<file path="config.mk">
export PLATFORM = sky130hd
export DESIGN_NAME = etg_cordic
export DESIGN_NICKNAME = d
export VERILOG_FILES = /design/src/rtl/etg_pkg.sv /design/src/rtl/etg_cordic.sv
export SDC_FILE = /design/constraint.sdc
export NUM_CORES = 1
export LEC_CHECK = 0
export ABC_AREA = 1
export BUFFER_PORTS_ARGS = -buffer_cell sky130_fd_sc_hd__clkbuf_2
export CORE_ASPECT_RATIO = 1.5
export CORE_MARGIN = 2
export CORE_UTILIZATION = 30
export CTS_CLUSTER_DIAMETER = 200
export DETAILED_ROUTE_END_ITERATION = 16
export HOLD_SLACK_MARGIN = 0.02
export PLACE_DENSITY = 0.44
export SETUP_SLACK_MARGIN = 0.2
export SLEW_MARGIN = 10
export SYNTH_ARGS = -nofsm -noshare
export SYNTH_HDL_FRONTEND = slang
export SYNTH_SLANG_ARGS = --single-unit
</file>
<file path="constraint.sdc">
create_clock -name i_clk -period 4.9 [get_ports i_clk]
set_input_delay 0.98 -clock i_clk [delete_from_list [all_inputs] [get_ports i_clk]]
set_output_delay 0.98 -clock i_clk [all_outputs]
set_load 0.02 [all_outputs]
</file>
<file path="src/rtl/etg_pkg.sv">
// Package for the easing tween generator: sequencer states, ease codes,
// register indexes, CORDIC and power-of-two constant tables.
// No dependencies; used by etg_cordic and easing_tween_generator.
package etg_pkg;

    // Number formats.
    localparam int FRAC_BITS   = 16;
    localparam int TIME_BITS   = 24;
    localparam int PHASE_W     = FRAC_BITS + 1;
    localparam logic [PHASE_W-1:0] ONE  = PHASE_W'(1) << FRAC_BITS;
    localparam logic [PHASE_W-1:0] HALF = PHASE_W'(1) << (FRAC_BITS - 1);
    localparam logic [TIME_BITS-1:0] TIME_MAX = '1;

    // Configuration register indexes.
    localparam logic [2:0] CFG_EASE_TYPE = 3'd0;
    localparam logic [2:0] CFG_START     = 3'd1;
    localparam logic [2:0] CFG_END       = 3'd2;
    localparam logic [2:0] CFG_DURATION  = 3'd3;
    localparam logic [2:0] CFG_DELAY     = 3'd4;
    localparam logic [2:0] CFG_REPEAT    = 3'd5;

    // Ease codes.
    localparam logic [4:0] EASE_POLY_FIRST   = 5'd1;
    localparam logic [4:0] EASE_POLY_LAST    = 5'd12;
    localparam logic [4:0] EASE_SINE_IN      = 5'd13;
    localparam logic [4:0] EASE_SINE_OUT     = 5'd14;
    localparam logic [4:0] EASE_SINE_INOUT   = 5'd15;
    localparam logic [4:0] EASE_EXPO_IN      = 5'd16;
    localparam logic [4:0] EASE_EXPO_OUT     = 5'd17;
    localparam logic [4:0] EASE_EXPO_INOUT   = 5'd18;
    localparam logic [4:0] EASE_CIRC_IN      = 5'd19;
    localparam logic [4:0] EASE_CIRC_OUT     = 5'd20;
    localparam logic [4:0] EASE_CIRC_INOUT   = 5'd21;
    localparam logic [4:0] EASE_BOUNCE_FIRST = 5'd22;
    localparam logic [4:0] EASE_BOUNCE_LAST  = 5'd24;

    typedef enum logic [1:0] {
        KIND_IN,
        KIND_OUT,
        KIND_INOUT
    } t_kind;

    // Direction of a curve family member.
    function automatic t_kind ease_kind(logic [4:0] code);
        t_kind k;
        case (code)
            5'd1, 5'd4, 5'd7, 5'd10, 5'd13, 5'd16, 5'd19: k = KIND_IN;
            5'd2, 5'd5, 5'd8, 5'd11, 5'd14, 5'd17, 5'd20: k = KIND_OUT;
            default: k = KIND_INOUT;
        endcase
        return k;
    endfunction

    // Number of multiplications for the polynomial curves (power minus one).
    function automatic logic [2:0] poly_muls(logic [4:0] code);
        logic [2:0] m;
        case (code)
            5'd1, 5'd2, 5'd3:    m = 3'd1;
            5'd4, 5'd5, 5'd6:    m = 3'd2;
            5'd7, 5'd8, 5'd9:    m = 3'd3;
            default:             m = 3'd4;
        endcase
        return m;
    endfunction

    // Sequencer states.
    typedef enum logic [4:0] {
        ST_IDLE,
        ST_EVAL,
        ST_DIV,
        ST_PHASE,
        ST_DISPATCH,
        ST_POLY,
        ST_POLY_FIN,
        ST_ZMUL,
        ST_CSTART,
        ST_CWAIT,
        ST_SINSQ,
        ST_POW2,
        ST_POW2_FIN,
        ST_CIRC,
        ST_SQRT,
        ST_CIRC_FIN,
        ST_BOUNCE,
        ST_SCALE
    } t_state;

    // CORDIC constants, Q2.30.
    localparam int CORDIC_STEPS = 30;
    localparam logic signed [33:0] CORDIC_GAIN = 34'sh0_26DD_3B6A;
    localparam logic [31:0] HALF_PI_Q30 = 32'h6487_ED51;
    localparam logic [30:0] Q30_ONE = 31'h4000_0000;

    localparam logic [31:0] ATAN_Q30 [CORDIC_STEPS] = '{
        32'h3243F6A8, 32'h1DAC6705, 32'h0FADBAFC, 32'h07F56EA6, 32'h03FEAB76,
        32'h01FFD55B, 32'h00FFFAAA, 32'h007FFF55, 32'h003FFFEA, 32'h001FFFFD,
        32'h000FFFFF, 32'h0007FFFF, 32'h0003FFFF, 32'h0001FFFF, 32'h0000FFFF,
        32'h00007FFF, 32'h00003FFF, 32'h00001FFF, 32'h00000FFF, 32'h000007FF,
        32'h000003FF, 32'h000001FF, 32'h000000FF, 32'h0000007F, 32'h0000003F,
        32'h0000001F, 32'h0000000F, 32'h00000007, 32'h00000003, 32'h00000001
    };

    // CORDIC result handed back to the sequencer.
    typedef struct packed {
        logic        done;
        logic [30:0] sin;
        logic [30:0] cos;
    } t_cordic_res;

    // Integer square root, rounded down; evaluated at elaboration only.
    function automatic logic [63:0] isqrt_const(logic [63:0] v);
        logic [63:0] r;
        logic [63:0] b;
        logic [63:0] w;
        r = '0;
        b = 64'h4000_0000_0000_0000;
        w = v;
        for (int i = 0; i < 32; i++) begin
            if (w >= r + b) begin
                w = w - (r + b);
                r = (r >> 1) + b;
            end else begin
                r = r >> 1;
            end
            b = b >> 2;
        end
        return r;
    endfunction

    // Factor 2^(-2^-(k+1)) in Q0.30 built as a chain of square roots.
    function automatic logic [29:0] pow2_const(int k);
        logic [63:0] c;
        c = isqrt_const(64'd1 << 59);
        for (int j = 0; j < k; j++) begin
            c = isqrt_const(c << 30);
        end
        return c[29:0];
    endfunction

    localparam logic [29:0] POW2_C [FRAC_BITS] = '{
        pow2_const(0),  pow2_const(1),  pow2_const(2),  pow2_const(3),
        pow2_const(4),  pow2_const(5),  pow2_const(6),  pow2_const(7),
        pow2_const(8),  pow2_const(9),  pow2_const(10), pow2_const(11),
        pow2_const(12), pow2_const(13), pow2_const(14), pow2_const(15)
    };

endpackage

</file>
<file path="src/rtl/etg_cordic.sv">
// Iterative rotation-mode CORDIC giving sine and cosine in Q2.30.
// Depends on etg_pkg for the arctangent table, gain and result struct.
module etg_cordic (
    input  logic                   i_clk,
    input  logic                   i_rst_n,
    input  logic                   i_start,
    input  logic signed [32:0]     i_angle,
    output etg_pkg::t_cordic_res   o_res
);

    logic               r_busy;
    logic               r_done;
    logic [4:0]         r_step;
    logic signed [33:0] r_x;
    logic signed [33:0] r_y;
    logic signed [32:0] r_z;

    logic signed [33:0] x_sh;
    logic signed [33:0] y_sh;
    logic signed [32:0] atan_v;

    // One micro-rotation per cycle through the shared shifters.
    assign x_sh   = r_x >>> r_step;
    assign y_sh   = r_y >>> r_step;
    assign atan_v = $signed({1'b0, etg_pkg::ATAN_Q30[r_step]});

    // Control. The step count stops at the last table entry.
    always_ff @(posedge i_clk) begin
        if (!i_rst_n) begin
            r_busy <= 1'b0;
            r_done <= 1'b0;
            r_step <= '0;
        end else begin
            r_done <= 1'b0;
            if (i_start) begin
                r_busy <= 1'b1;
                r_step <= '0;
            end else if (r_busy) begin
                if (r_step == 5'(etg_pkg::CORDIC_STEPS - 1)) begin
                    r_busy <= 1'b0;
                    r_done <= 1'b1;
                end else begin
                    r_step <= r_step + 5'd1;
                end
            end
        end
    end

    // Rotation datapath.
    always_ff @(posedge i_clk) begin
        if (i_start) begin
            r_x <= etg_pkg::CORDIC_GAIN;
            r_y <= '0;
            r_z <= i_angle;
        end else if (r_busy) begin
            if (r_z >= 0) begin
                r_x <= r_x - y_sh;
                r_y <= r_y + x_sh;
                r_z <= r_z - atan_v;
            end else begin
                r_x <= r_x + y_sh;
                r_y <= r_y - x_sh;
                r_z <= r_z + atan_v;
            end
        end
    end

    // Results clamped to the range zero to one.
    always_comb begin
        o_res.done = r_done;
        if (r_y < 0) begin
            o_res.sin = '0;
        end else if (r_y > $signed({3'b0, etg_pkg::Q30_ONE})) begin
            o_res.sin = etg_pkg::Q30_ONE;
        end else begin
            o_res.sin = r_y[30:0];
        end
        if (r_x < 0) begin
            o_res.cos = '0;
        end else if (r_x > $signed({3'b0, etg_pkg::Q30_ONE})) begin
            o_res.cos = etg_pkg::Q30_ONE;
        end else begin
            o_res.cos = r_x[30:0];
        end
    end

endmodule

</file>
# Word level (Yosys, flattened, before mapping)
# Memory sizes are Yosys's and may differ from the RTL's.
# Index checks and enable logic that the tools add are counted.
[word_totals]
romBits = 1024
mem_count = 1
output_inout_bits = 63
word_cells = 46
in_bits = 36
regBits = 108
[mem_list]
columns = ["memory", "words", "word_bits", "read_ports", "rd_ports_with_merged_regs", "wr", "line", "source"]
rows = [
  ["(no name shown)", 32, 32, 1, 0, 0, "etg_cordic.sv:25", "assign atan_v = $signed({1'b0, etg_pkg::ATAN_Q30[r_step]});"],
]
[classes]
n_shift = 2
reduce_logical = 4
magnitude_cmp = 6
muxes = 15
n_eq_ne = 1
n_bitwise = 4
add_sub_neg = 7
[op_table]
columns = ["operator", "count"]
rows = [
  ["31-bit 2-to-1 mux", 4],
  ["33-bit 2-to-1 mux", 3],
  ["34-bit adder", 2],
  ["34-bit by 32-bit greater-than comparator with 1-bit output, second input constant", 2],
  ["34-bit by 1-bit less-than comparator with 1-bit output, second input constant", 2],
  ["34-bit 2-to-1 mux", 2],
  ["34-bit by 5-bit >>> shifter with 34-bit output", 2],
  ["34-bit subtractor", 2],
  ["32-bit 2-to-1 mux", 2],
  ["33-bit adder", 1],
  ["33-bit by 1-bit >= comparator with 1-bit output, second input constant", 1],
  ["33-bit subtractor", 1],
  ["6-bit >= comparator, second input constant", 1],
  ["5-bit inverter with 6-bit output", 1],
  ["5-bit by 1-bit adder with 5-bit output, second input constant", 1],
  ["5-bit equality test, second input constant", 1],
  ["1-bit 2-to-1 mux", 4],
  ["1-bit inverter", 3],
  ["3-bit OR reduction", 1],
  ["2-bit AND reduction", 1],
  ["2-bit nonzero test", 1],
  ["2-bit OR reduction", 1],
]

# Longest topological paths before layout
[logic_depth]
ltp_word = 8
mapped_depth = 37
mapped_depth_nobuf = 36

# Least setup slack after synthesis
# No wires, ideal clock.
[synth_timing]
path_kind = "register to register"
start = "reg r_step[1]"
end = "reg r_z[23] (data pin)"
path_stages_with_launch = 28
slack_ps = 776
path_buffers = 2
setup_ps = 254
synth_period_minus_slack_ps = 4124
required_time_ps = 4646
t_arrival_ps = 3871
path_cell_list = "dfxtp_1 buf_4 clkinv_2 buf_2 ha_1 inv_1 nor2_1 nor2_1 nor2_1 nand2_1 inv_1 ha_1 nand3_1 nor3_1 nor2_1 xnor2_1 ha_1 nand2_1 o21ai_0 a21boi_0 o21ai_0 a21boi_0 o21ai_0 a21oi_1 inv_1 nand2_1 nand3_1 nand2_1"
[synth_between]
elab_chain_len = 8
word_cells_on_any_way = 9
cone_classes = "add/sub: 2; mux: 5; bitwise: 1; memory: 1"
[synth_rtl]
columns = ["item", "line", "source"]
rows = [
  ["from (decl)", "etg_cordic.sv:13", "logic [4:0] r_step;"],
  ["from (signal assigned)", "etg_cordic.sv:43", "r_step <= r_step + 5'd1;"],
  ["5-bit inverter with 6-bit output (implied by the code) *", "etg_cordic.sv:25", ""],
  ["memory read 32 x 32 bit *", "--", ""],
  ["32-bit 2-to-1 mux (implied by the code) * (2 in series)", "etg_cordic.sv:25", ""],
  ["33-bit adder or 33-bit subtractor (tied branches)", "etg_cordic.sv:63, etg_cordic.sv:59", ""],
  ["33-bit 2-to-1 mux *", "etg_cordic.sv:56", "if (r_z >= 0) begin"],
  ["33-bit 2-to-1 mux *", "etg_cordic.sv:55", "end else if (r_busy) begin"],
  ["33-bit 2-to-1 mux *", "etg_cordic.sv:51", "if (i_start) begin"],
  ["to (signal assigned)", "etg_cordic.sv:54", "r_z <= i_angle;"],
  ["to (signal assigned)", "etg_cordic.sv:59", "r_z <= r_z - atan_v;"],
  ["to (signal assigned)", "etg_cordic.sv:63", "r_z <= r_z + atan_v;"],
  ["to (decl)", "etg_cordic.sv:16", "logic signed [32:0] r_z;"],
]
# Mark *: on every way between the ends. The rest lies on a longest branch, timed or not. The select of a mux whose other input is x is not followed.
# A chain may end at the register's enable or synchronous reset.

# Final worst setup path
[layout_timing]
start = "reg r_step[2]"
end = "reg r_y[22]"
[layout_between]
elab_chain_len = 3
word_cells_on_any_way = 4
cone_classes = "add/sub: 2; shift: 1; mux: 1"
[layout_rtl]
columns = ["item", "line", "source"]
rows = [
  ["34-bit by 5-bit >>> shifter with 34-bit output *", "etg_cordic.sv:23", "assign x_sh = r_x >>> r_step;"],
  ["34-bit subtractor or 34-bit adder (tied branches)", "etg_cordic.sv:62, etg_cordic.sv:58", ""],
  ["34-bit 2-to-1 mux *", "etg_cordic.sv:56", ""],
  ["to (signal assigned)", "etg_cordic.sv:58", "r_y <= r_y + x_sh;"],
  ["to (signal assigned)", "etg_cordic.sv:62", "r_y <= r_y - x_sh;"],
  ["to (decl)", "etg_cordic.sv:15", "logic signed [33:0] r_y;"],
]
# Mark *: on every way between the ends. The rest lies on a longest branch, timed or not.

==> summary.txt <==
Outcome
  • Status: complete, no violations

Worst setup path
  • CP required: 5.21 ns
  • R2R Setup Slk: 0.34 ns
  • RR Startpoint: r_step[2]
  • Reg-to-reg endpoint: r_y[22]
  • Worst R2R Path Depth: 29
  • Crit path largest cell delay: 0.49 ns
  • Crit Path Class: flip-flop to flip-flop
  • Worst path slowest cell: dfxtp_4
  • CP endpoint kind: flip-flop
  • Arrival time worst endpoint: 4.88 ns
  • Peak fanout along the critical path: 13
  • Startpoint Class: flip-flop
  • Most frequent CP cell: buf_4

Place
  • DP HPWL: 57.06 mm
  • PortBufs: 98
  • Final Wtd Congestion: 0.9320
  • Pre-CTS WS: -0.1608 ns

STA
  • Final worst slack: 0.3375 ns
  • RSZ-0062 raised after global routing: yes
  • Setup TNS: 0 ns
  • Worst-Margin Slew: 0.8426 ns
  • Final hold violation count: 0
  • Fin crit period: 4.562 ns
  • Final setup fails: 0
  • Worst Skew: 0.01438 ns
  • Tcrit/Tclk final: 93.11%
  • Max-slew violation count: 0
  • Max_slew headroom: 43.62%
  • Max Freq: 219.2 MHz

Floorplan
  • # IOs: 99
  • DIE AREA: 55770 um2
  • Die W: 193.5 um
  • Core area: 53480 um2
  • Die Y: 288.2 um
  • Effective utilization at floorplan: 30.21%
  • Rows: 104

Synth
  • Yosys top cell by area: nand2_1
  • Post-Syn Area: 16160 um2
  • Post-synthesis sequential area ratio: 15.43%
  • Post-Syn Area per Cell: 5.728 um2
  • Main synth FF type: dfxtp_1
  • Share of flip-flops with an asynchronous set or reset: 0%
  • Top cells by area, synth: nand2_1 18%, nand3_1 11%, dfxtp_1 9.3%, ha_1 8.7%, inv_1 7.4%
  • Post-synth top area share: 18.33%
  • Synth Warn #: 0
  • Syn nets: 2972
  • Post-Synthesis Cells: 2821
  • Flops & latches, synth: 108
  • Most common cell in the synthesized netlist: nand2_1
  • Post-synthesis cell type count: 58
  • Top cells by count, synth: 789 x nand2_1, 357 x nand3_1, 319 x inv_1
  • EDFF count, synth: 33

Global routing
  • GR Util All Layers: 24.60%
  • First-pass GRT wire length: 107.4 mm
  • Gr ovfl total: 0
  • Antenna violations before repair: 0
  • Largest net degree at the start of global routing: 59
  • Vias in the first global route: 19187

Layout
  • P&R area growth vs syn: 34.71%
  • Final-stage net count: 3327
  • Ant diodes: 0
  • Share of cells above drive strength 1: 25.06%

CTS
  • CTS root buffer: clkbuf_16
  • Clock transition at the registers of the reported paths: 0.09 ns
  • Num CTS Buffers: 9
  • TritonCTS clock tree: done
  • CTS sink count: 108
  • Cts hold-fix bufs: 0
  • H-tree levels: 3
  • Clock Path Buffers: 2
  • Skew-Pair Late Insertion Delay: 0.42 ns

Worst hold path
  • Hold path cells: 2
  • Min-delay worst type: flip-flop to flip-flop
  • Critical hold path startpoint: r_x[0]
  • Hold endpoint: r_x[0]

Flow run
  • Max cap viols: 0

Route
  • Routed Antenna Nets: 0
  • DR vias/cell: 5.175
  • Routed len/inst: 18.98 um
  • Post-Route WL: 73.43 mm
  • DRT iter0 DRCs: 1181
  • DRC viols: 0
  • DR vias: 20027
  • DR pass1 iterations: 5

Pwr
  • Maximum vdd ir drop: 0.2881 mV
  • Pwr/cell area: 645.8 nW/um2
  • Leakage power: 0.01106 uW
## registers in the layout (all words and copies together), names as in the netlist
register / cells
r_x: 34
r_y: 34
r_z: 33
r_step: 5
r_busy: 1
r_done: 1
## cells in the final DEF, fill, tap and decap left out, types with 77 or more instances in the layout
master	n
a21oi_1	157
buf_4	329
clkbuf_2	97
ha_1	99
inv_1	309
nand2_1	731
nand3_1	300
nor2_1	247
o21ai_0	116
xor2_1	77
## per-stage QoR
stage | area (um2) | utilization [%] | total power, uW | hold WS [ns] | cells
3_3_place_gp | 19410 | 36.30 | 11850 | 0.5524 | 3799
6_report | 21770 | 40.70 | 14060 | 0.5665 | 3870
5_1_grt | 21770 | 40.70 | 15430 | 0.6076 | 3870
4_1_cts | 19820 | 37.06 | 12930 | 0.5679 | 3816
3_5_place_dp | 19410 | 36.30 | 11870 | 0.5535 | 3799
2_1_floorplan | 16160 | - | 7756 | 0.4911 | 2821
## cell families after synthesis
family                     count (synthesis)  synth area share, %
buffers and inverters                    445                11.29
and+or+nand+nor                         1545                40.81
adders and majority gates                115                9.044
xor gates and xnor gates                 124                6.721
DFF                                      108                15.43
AOI/OAI and AO/OA                        484                16.71
## report_power, final
group | internal (uW) | switching, uW
combinational | 4950 | 6610
clock | 497 | 429
sequential | 1230 | 334
total | 6680 | 7380
## worst max-delay path: cells and delay by family (launching register included)
kind / cells / cell delay, ns
buf+inv: 11 / 1.49
simple gates: 8 / 0.96
compound gates: 7 / 0.92
flops: 1 / 0.49
xor+xnor: 2 / 0.29
fa+ha+maj: 1 / 0.29
## cell type report
| cell class | count | area (um2) |
|---|---|---|
| multi-input combinational | 2268 | 13180 |
| clock inverter | 4 | 77.57 |
| fill | 5861 | 31710 |
| clock buffer | 12 | 267.8 |
| inverter | 331 | 1262 |
| sequential | 108 | 2505 |
| timing repair buffer | 458 | 3612 |
| tap | 689 | 862.1 |
## how the worst max path moves through the flow
stage | startpoint | endpoint | cells past startpoint
after floorplan | r_step[1] | r_z[23] | 27
after global placement | r_step[2] | r_y[30] | 26
after detailed placement | r_step[2] | r_y[30] | 26
after CTS | r_step[1] | r_z[22] | 25
after global routing | r_step[0] | r_x[30] | 32
final | r_step[2] | r_y[22] | 29
## per-layer routing
layer | up-vias | track usage, % | part of all wire, %
li1 | 10043 | - | -
met1 | 9371 | 29.00 | 41
met2 | 479 | 45.55 | 51
met3 | 134 | 2.009 | 3.2
met4 | 0 | 10.57 | 5.1
met5 | - | 0 | 0
## what timing repair did
| action | 4_1_cts | 5_1_grt |
|---|---|---|
| gates resized for setup | 27 | 345 |
| cloned | 0 | 13 |
| hold endpoints to repair | 0 | 0 |
| pin swaps | 2 | 77 |
| setup buffers | 1 | 41 |
| endpoints found under the setup margin | 26 | 56 |
Note: power is estimated with default switching activity, not from simulation.
